**src/hw/rtl/lu8_pkg.sv**
```systemverilog
// Shared types and constants for the lenient UTF-8 / Latin-1 byte decoder.
package lu8_pkg;

    // Encoding mode codes
    localparam logic MODE_UTF8   = 1'b0;
    localparam logic MODE_LATIN1 = 1'b1;

    // Lead byte class limits
    localparam logic [7:0] ASCII_MAX = 8'h7F;
    localparam logic [7:0] LEAD2_MAX = 8'hDF;
    localparam logic [7:0] LEAD3_MAX = 8'hEF;
    localparam logic [7:0] LEAD4_MAX = 8'hF4;

    // Payload masks for lead and continuation bytes
    localparam logic [7:0] CONT_MASK  = 8'h3F;
    localparam logic [7:0] LEAD2_MASK = 8'h1F;
    localparam logic [7:0] LEAD3_MASK = 8'h0F;
    localparam logic [7:0] LEAD4_MASK = 8'h07;

    localparam logic [20:0] REPLACEMENT_CHAR = 21'h00FFFD;

    // One decoded result
    typedef struct packed {
        logic [20:0] code_point;
        logic [2:0]  byte_count;
        logic        end_of_text;
    } lu8_result_t;

    // Sequence state carried between bytes
    typedef struct packed {
        logic [1:0]  bytes_pending;
        logic [20:0] partial_value;
        logic [2:0]  sequence_length;
    } lu8_state_t;

endpackage

```
**src/hw/rtl/lu8_decode.sv**
```systemverilog
// Combinational per-byte decode step: next sequence state and optional result.
module lu8_decode (
    input  logic                 encoding_mode,
    input  logic [7:0]           byte_in,
    input  lu8_pkg::lu8_state_t  state,
    output lu8_pkg::lu8_state_t  state_next,
    output logic                 res_valid,
    output lu8_pkg::lu8_result_t res
);
    import lu8_pkg::*;

    logic [20:0] cont_value;

    // Shift in the low six bits of a continuation byte
    assign cont_value = {state.partial_value[14:0], byte_in[5:0] & CONT_MASK[5:0]};

    always_comb
    begin
        state_next      = state;
        res_valid       = 1'b0;
        res.code_point  = 21'd0;
        res.byte_count  = 3'd0;
        res.end_of_text = 1'b0;

        if (state.bytes_pending != 2'd0)
        begin
            // Continuation byte; its value is not checked.
            state_next.partial_value = cont_value;
            state_next.bytes_pending = state.bytes_pending - 2'd1;
            if (state.bytes_pending == 2'd1)
            begin
                res_valid      = 1'b1;
                res.code_point = cont_value;
                res.byte_count = state.sequence_length;
            end
        end
        else if (byte_in == 8'd0)
        begin
            // Zero byte at a character start marks the end of text.
            res_valid       = 1'b1;
            res.end_of_text = 1'b1;
        end
        else if (encoding_mode == MODE_LATIN1 || byte_in <= ASCII_MAX)
        begin
            res_valid      = 1'b1;
            res.code_point = {13'd0, byte_in};
            res.byte_count = 3'd1;
        end
        else if (byte_in <= LEAD2_MAX)
        begin
            state_next.partial_value   = {13'd0, byte_in & LEAD2_MASK};
            state_next.sequence_length = 3'd2;
            state_next.bytes_pending   = 2'd1;
        end
        else if (byte_in <= LEAD3_MAX)
        begin
            state_next.partial_value   = {13'd0, byte_in & LEAD3_MASK};
            state_next.sequence_length = 3'd3;
            state_next.bytes_pending   = 2'd2;
        end
        else if (byte_in <= LEAD4_MAX)
        begin
            state_next.partial_value   = {13'd0, byte_in & LEAD4_MASK};
            state_next.sequence_length = 3'd4;
            state_next.bytes_pending   = 2'd3;
        end
        else
        begin
            // Lead byte that can never start a valid sequence.
            res_valid      = 1'b1;
            res.code_point = REPLACEMENT_CHAR;
            res.byte_count = 3'd1;
        end
    end

endmodule

```
**src/hw/rtl/lu8_out_buffer.sv**
```systemverilog
// Result register with a skid stage so the input side waits on out_ready only when the skid stage is full.
module lu8_out_buffer (
    input  logic                 clk,
    input  logic                 rst_n,
    input  logic                 push,
    input  lu8_pkg::lu8_result_t push_data,
    output logic                 can_push,
    output logic                 out_valid,
    input  logic                 out_ready,
    output lu8_pkg::lu8_result_t out_data
);
    import lu8_pkg::*;

    logic        main_valid_reg;
    logic        skid_valid_reg;
    lu8_result_t main_reg;
    lu8_result_t skid_reg;
    logic        pop;

    assign pop       = main_valid_reg && out_ready;
    assign can_push  = !skid_valid_reg;
    assign out_valid = main_valid_reg;
    assign out_data  = main_reg;

    // Valid flags
    always_ff @(posedge clk or negedge rst_n)
    begin
        if (!rst_n)
        begin
            main_valid_reg <= 1'b0;
            skid_valid_reg <= 1'b0;
        end
        else if (pop)
        begin
            main_valid_reg <= push || skid_valid_reg;
            skid_valid_reg <= 1'b0;
        end
        else if (push)
        begin
            if (main_valid_reg)
            begin
                skid_valid_reg <= 1'b1;
            end
            main_valid_reg <= 1'b1;
        end
    end

    // Payload registers
    always_ff @(posedge clk)
    begin
        if (pop)
        begin
            if (skid_valid_reg)
            begin
                main_reg <= skid_reg;
            end
            else if (push)
            begin
                main_reg <= push_data;
            end
        end
        else if (push)
        begin
            if (main_valid_reg)
            begin
                skid_reg <= push_data;
            end
            else
            begin
                main_reg <= push_data;
            end
        end
    end

endmodule

```
**src/hw/rtl/lenient_utf8_byte_decoder.sv**
```systemverilog
// A result is registered in the result register, or behind it in the skid stage, on the transaction of its last byte.
// Throughput: one byte per cycle; the input is held off only when both the result
// register and its skid stage are full.
// Reset: rst_n clears the sequence state, the output valid flags and selects UTF-8
// mode; result payload registers are not reset.
module lenient_utf8_byte_decoder (
    input  logic        clk,
    input  logic        rst_n,
    input  logic        cfg_write_en,
    input  logic        cfg_write_data,
    input  logic        in_valid,
    output logic        in_ready,
    input  logic [7:0]  byte_in,
    output logic        out_valid,
    input  logic        out_ready,
    output logic [20:0] code_point,
    output logic [2:0]  byte_count,
    output logic        end_of_text
);
    import lu8_pkg::*;

    logic        encoding_mode_reg;
    lu8_state_t  state_reg;
    lu8_state_t  state_next;
    logic        res_valid;
    lu8_result_t res;
    lu8_result_t out_data;
    logic        in_accept;

    assign in_accept = in_valid && in_ready;

    // Mode register
    always_ff @(posedge clk or negedge rst_n)
    begin
        if (!rst_n)
        begin
            encoding_mode_reg <= MODE_UTF8;
        end
        else if (cfg_write_en)
        begin
            encoding_mode_reg <= cfg_write_data;
        end
    end

    // Sequence state advances on every input transaction
    always_ff @(posedge clk or negedge rst_n)
    begin
        if (!rst_n)
        begin
            state_reg <= '0;
        end
        else if (in_accept)
        begin
            state_reg <= state_next;
        end
    end

    lu8_decode u_decode (
        .encoding_mode (encoding_mode_reg),
        .byte_in       (byte_in),
        .state         (state_reg),
        .state_next    (state_next),
        .res_valid     (res_valid),
        .res           (res)
    );

    lu8_out_buffer u_out_buffer (
        .clk       (clk),
        .rst_n     (rst_n),
        .push      (in_accept && res_valid),
        .push_data (res),
        .can_push  (in_ready),
        .out_valid (out_valid),
        .out_ready (out_ready),
        .out_data  (out_data)
    );

    assign code_point  = out_data.code_point;
    assign byte_count  = out_data.byte_count;
    assign end_of_text = out_data.end_of_text;

    // An end-of-text result carries no character.
    a_eot_empty: assert property (@(posedge clk) disable iff (!rst_n)
        out_valid && end_of_text |-> code_point == 21'd0 && byte_count == 3'd0)
        else $error("end-of-text result with nonzero payload");

    // The skid stage only fills behind a held result.
    a_skid_behind_main: assert property (@(posedge clk) disable iff (!rst_n)
        !in_ready |-> out_valid)
        else $error("skid stage full while result register empty");

    // Pending count never reaches the sequence length.
    a_pending_bound: assert property (@(posedge clk) disable iff (!rst_n)
        state_reg.bytes_pending != 2'd0 |->
            state_reg.sequence_length > {1'b0, state_reg.bytes_pending})
        else $error("pending count inconsistent with sequence length");

    // A completed character never reports more than four bytes.
    a_count_range: assert property (@(posedge clk) disable iff (!rst_n)
        out_valid |-> byte_count <= 3'd4)
        else $error("byte count out of range");

endmodule
```
**config.mk**
```make
export PLATFORM = sky130hd
export DESIGN_NAME = lenient_utf8_byte_decoder
export DESIGN_NICKNAME = d
export VERILOG_FILES = /design/src/hw/rtl/lu8_pkg.sv /design/src/hw/rtl/lu8_decode.sv /design/src/hw/rtl/lu8_out_buffer.sv /design/src/hw/rtl/lenient_utf8_byte_decoder.sv
export SDC_FILE = /design/constraint.sdc
export NUM_CORES = 1
export LEC_CHECK = 0
export BUFFER_PORTS_ARGS = -buffer_cell sky130_fd_sc_hd__buf_2
export CAP_MARGIN = 20
export CORE_ASPECT_RATIO = 1.2
export CORE_MARGIN = 1.5
export CORE_UTILIZATION = 36
export DETAILED_ROUTE_END_ITERATION = 8
export PLACE_DENSITY = 0.66
export SLEW_MARGIN = 0
export SYNTH_ARGS = -nofsm -noshare
export SYNTH_HDL_FRONTEND = slang
export SYNTH_SLANG_ARGS = --single-unit
```
**constraint.sdc**
```tcl
create_clock -name clk -period 8.95 [get_ports clk]
set_input_delay 1.3425 -clock clk [delete_from_list [all_inputs] [get_ports clk]]
set_output_delay 1.3425 -clock clk [all_outputs]
set_load 0.005 [all_outputs]
```
## Word-level counts from Yosys, hierarchy flattened

Index checks and enable logic that the tools add are counted.

| word-level totals | value |
|---|---|
| bits in registers | 73 |
| bits in latches | 0 |
| memory bits (writable) | 0 |
| ROM bits | 0 |
| output and inout bits | 27 |
| logic and storage cells | 75 |
| memories | 0 |

| cells by class | value |
|---|---|
| add/subtract/negate cells | 1 |
| multiply operators | 0 |
| div/mod/pow operators | 0 |
| order comparisons | 4 |
| equal/unequal tests | 4 |
| shifts and indexed selects | 0 |
| muxes and demuxes | 32 |
| bitwise logic cells | 4 |
| reductions and logical operators | 18 |

Operators by type and width:

| kind | number |
|---|---|
| $mux 26 | 5 |
| $mux 25 | 5 |
| $mux 24 | 5 |
| $mux 19 | 2 |
| $le 8x8->1 const B | 3 |
| $mux 23 | 1 |
| $mux 1 | 14 |
| $le 8x7->1 const B | 1 |
| $logic_not 8->1 | 1 |
| $reduce_bool 2->1 | 4 |
| $reduce_and 3->1 | 2 |
| $reduce_and 5->1 | 1 |
| $ne 2x1->1 const B | 2 |
| $not 1->1 | 4 |
| $reduce_and 4->1 | 1 |
| $reduce_bool 4->1 | 1 |
| $logic_and 1x1->1 | 3 |
| $reduce_bool 3->1 | 1 |
| $eq 2x1->1 const B | 1 |
| $logic_or 1x1->1 | 2 |
| $ne 2x2->1 const B | 1 |
| $reduce_and 2->1 | 1 |
| $sub 2x1->2 const B | 1 |
| $logic_not 1->1 | 1 |

## Logic depth before layout (Yosys ltp)

| depth | value |
|---|---|
| depth after elaboration | 11 |
| mapped depth | 6 |
| mapped depth without buffers | 4 |

## Modules after synthesis

From an unflattened synthesis, not the netlist that was laid out.

| unflattened totals | value |
|---|---|
| cell total of the unflattened synthesis | 252 |
| area total of the unflattened synthesis | 3,836.2 um^2 |

By module, submodules not included:

| module | times used | cells each | area an instance (um^2) | seq. area each (um^2) |
|---|---|---|---|---|
| lu8_out_buffer | 1 | 90 | 2,000.7 | 1,551.5 |
| lenient_utf8_byte_decoder | 1 | 58 | 1,113.6 | 675.6 |
| lu8_decode | 1 | 104 | 721.9 | 0.0 |

## Least setup slack after synthesis

Ideal clock, no wire load.

| path | value |
|---|---|
| path type | input to register |
| start point | in byte_in[4] |
| end point | reg u_out_buffer.main_reg (netlist bit u_out_buffer.out_data[0]) (enable) |
| arrival time | 3.776 ns |
| path slack | 4.728 ns |
| cell stages on the path | 4 |
| path through | and4_1 o21a_4 o31ai_1 a21boi_0 |

| on the way | value |
|---|---|
| cells in the longest elaborated chain, start to end | 10 |
| elaborated cells between the ends (all ways) | 16 |

RTL lines:

| item | line | text |
|---|---|---|
| from (decl) | lenient_utf8_byte_decoder.sv:13 | `input logic [7:0] byte_in,` |
| $le 8x8->1 | lu8_decode.sv:61 | `else if (byte_in <= LEAD4_MAX)` |
| $mux 1 | lu8_decode.sv:61 |  |
| $mux 1 | lu8_decode.sv:55 | `else if (byte_in <= LEAD3_MAX)` |
| $mux 1 | lu8_decode.sv:49 | `else if (byte_in <= LEAD2_MAX)` |
| $mux 1 | lu8_decode.sv:43 | `else if (encoding_mode == MODE_LATIN1 \|\| byte_in <= ASCII_MAX)` |
| $mux 1 (*) | lu8_decode.sv:37 | `else if (byte_in == 8'd0)` |
| $mux 1 (*) | lu8_decode.sv:25 | `if (state.bytes_pending != 2'd0)` |
| $logic_and 1x1->1 (*) | lenient_utf8_byte_decoder.sv:70 | `.push (in_accept && res_valid),` |
| $reduce_bool 2->1 (no line) | - |  |
| $reduce_and 3->1 (no line) (*) | - |  |
| to (signal assigned) | lu8_out_buffer.sv:55 | `main_reg <= skid_reg;` |
| to (signal assigned) | lu8_out_buffer.sv:59 | `main_reg <= push_data;` |
| to (signal assigned) | lu8_out_buffer.sv:70 | `main_reg <= push_data;` |
| to (decl) | lu8_out_buffer.sv:16 | `lu8_result_t main_reg;` |

Every way passes the cells marked *; elsewhere a longest branch is shown, timed or not.
A chain may end at the register's enable or synchronous reset.

## Worst setup path after layout

| path | value |
|---|---|
| start point | in byte_in[1] |
| end point | reg u_out_buffer.main_reg (netlist bit u_out_buffer.out_data[11]) (enable) |

The elaborated chain is that of the path after synthesis.

==> flow_metrics.py <==
metrics = {
    "run_status": {
        "status": "complete, no violations",
    },
    "floorplan": {
        "start_util_pct": 37.8,
        "io_pins": 41,
        "die-area_um2": 9210,
        "rows": 36,
        "core_um2": 8240,
        "die_x_um": 87.9,
        "die-height_um": 105,
    },
    "yosys": {
        "synthAdderAreaFrac_pct": 0,
        "synth_fp_nets": 256,
        "async_flop_share_pct": 31.5,
        "synth-main-ff-cell": "edfxtp_1",
        "synthCells": 242,
        "synth_edf_count": 50,
        "synth_most_common_cell": "edfxtp_1",
        "synth_compound_area_share_pct": 10.4,
        "yosysTopAreaCell": "edfxtp_1",
        "yosysTopAreaCellShare_pct": 48.3,
        "syn_avg_cell_area_um2": 12.9,
        "synthXorXnorAreaFrac_pct": 0.281,
        "synthTopCellsByCount": "50 x edfxtp_1, 38 x nand2_1, 23 x dfrtp_1",
        "seq_area_frac_synth_pct": 66.7,
        "synth_simple_gate_area_share_pct": 13.2,
        "yosysWarnings": 0,
        "synth_top_family_by_area": "simple AND/OR/NAND/NOR gates",
        "ys_types": 38,
        "muxShareOfSynthArea_pct": 6.43,
        "ys_seq_elements": 73,
        "synthTopCellsByArea": "edfxtp_1 48%, dfrtp_1 18%, mux2_2 5.8%",
        "netlist_area_um2": 3110,
    },
    "route": {
        "drcViolationCount": 0,
        "drt_pass1_iterations": 4,
        "met1Wirelength_um": 2730,
        "wl_met3_um": 214,
        "drtIter0Drc": 134,
        "dr.max_layer_used": "met4",
        "drtAntennaViolNets": 0,
        "vias": 1973,
        "routed_wl_um": 5880,
        "via_per_inst": 4.90,
        "wl_per_cell_um": 14.6,
        "route.met2.wl_um": 2840,
    },
    "grt": {
        "gr-total-overflow": 0,
        "grt_use_total_pct": 13.5,
        "antenna_found_initial": 0,
        "grt_pass1_vias": 1954,
        "grt_pass1_wl_um": 9450,
        "grt_max_degree": 41,
    },
    "layout": {
        "final_util_pct": 43.3,
        "drive_gt1_share_pct": 26.6,
        "final_area_um2": 3570,
        "fillCellCount": 791,
        "area_delta_synth_final_pct": 14.6,
        "layout.nets": 298,
        "diodes": 0,
    },
    "placed_design": {
        "dpl_cell_area_um2": 3420,
        "io_buffers": 40,
        "place.gp.congestion": 0.916,
        "dpl.hpwl_um": 3880,
    },
    "clock_network": {
        "clk_pin_slew_ns": 0.07,
        "ctsHoldBuffers": 0,
        "cts_setup_buffers": 0,
        "clk_latency_ns": 0.33,
        "cts_buffers": 9,
        "cts_resized": 0,
        "cts_tree": "yes",
        "cts_sinks": 73,
        "htree_levels": 3,
        "cts_root_buffer": "clkbuf_8",
        "clock_path_buffers": 2,
    },
    "critical_path": {
        "cp.arrival_ns": 2.83,
        "crit_path_start_kind": "input port",
        "cpPeakStageDelay_ns": 0.53,
        "cpLargestDelayFamily": "compound AO/OA/AOI/OAI gates",
        "cp_num_buf_inv": 2,
        "endpoint_kind": "flop",
        "reg2reg_slack_ns": 6.90,
        "required_ns": 9.01,
        "cp_max_fo": 25,
        "critPathSlowestCell": "o31ai_1",
        "path_cells": "buf_2 > o21a_1 > o21a_4 > o31ai_1 > a21boi_2 > buf_4",
        "critical_path_class": "in2reg",
    },
    "sta": {
        "rsz0062_at_grt": "false",
        "min_period_over_period_pct": 31.0,
        "period_minus_slack_ns": 2.77,
        "setup_viol": 0,
        "setup-tns-final_ns": 0,
        "slew_headroom_pct": 35.0,
        "max_freq_mhz": 361,
        "final_max_slew_viol_count": 0,
        "final-hold-violation-count": 0,
        "worst_slew_pin_slew_ns": 0.972,
        "skew_ns": 0.00785,
    },
    "run": {
        "drv_cap": 0,
    },
    "hold_path": {
        "hold_path_class": "reg2reg",
    },
    "power": {
        "p_total_uw": 858,
        "p_leak_uw": 0.00149,
        "pwr_density_cell_nw_per_um2": 241,
        "max-vdd-ir-drop_mv": 0.157,
    },
}
-- stage by stage --
step	setup slack [ns]	instances	hold WS, ns
2_1_floorplan	4.73	242	0.464
3_3_place_gp	5.90	387	0.483
3_5_place_dp	5.84	387	0.492
4_1_cts	6.20	403	0.509
5_1_grt	6.07	403	0.520
6_report	6.18	403	0.507
-- worst reg2reg max path, cell delays in order, from the launching register on --
cell and delay, ns:
dfrtp_1 0.54, inv_1 0.13, nor2_1 0.75, nand2_1 0.17, a31oi_1 0.28
-- kinds of logic after synthesis --
group	count (synthesis)
muxes	18
xor gates and xnor gates	1
AOI/OAI and AO/OA	47
and+or+nand+nor	85
buffers and inverters	18
DFF	73
-- cells in the final DEF, fill, tap and decap left out, types with 3 or more instances in the layout --
| cell | n |
|---|---|
| mux2_2 | 16 |
| buf_2 | 40 |
| dfrtp_1 | 23 |
| a22o_1 | 10 |
| and2_1 | 6 |
| clkbuf_8 | 9 |
| nor2_1 | 21 |
| a21oi_1 | 5 |
| clkbuf_1 | 5 |
| o211ai_1 | 3 |
| buf_4 | 3 |
| o21ai_0 | 8 |
| inv_1 | 6 |
| nand2_1 | 38 |
| edfxtp_1 | 50 |
| a31oi_1 | 15 |
-- power by group --
part	switching, uW	internal, uW
Sequential	30.7	449
Combinational	97.2	71.5
Clock	110	100
Total	238	620
-- final cells by class --
class                      instances  area [um^2]  area share [%]
sequential                        73         2080            58.2
clock buffer                      14          143            4.00
inverter                           6         22.5           0.631
timing repair buffer              43          223            6.24
clock inverter                     2         8.76           0.246
tap                              114          143            4.00
multi-input combinational        151          951            26.7
-- path summary, 6_finish.rpt --
kind                                        endpoint  depth (start not counted)          start
setup / recovery           u_out_buffer.out_data[11]                          6     byte_in[1]
hold / removal                         state_reg[13]                          1  state_reg[13]
setup reg to reg           u_out_buffer.out_data[11]                          4  state_reg[24]
hold reg to reg                        state_reg[13]                          1  state_reg[13]
max in group asynchronous               state_reg[1]                          1          rst_n
min in group asynchronous          encoding_mode_reg                          1          rst_n
-- metal layers --
layer / up-vias / global-route usage [%]
met1: 948 / 17.8
li1: 974 / -
met3: 8 / 2.84
met4: 0 / 5.44
met5: - / 0
met2: 43 / 21.5
Note: power is estimated with default switching activity, not from simulation.
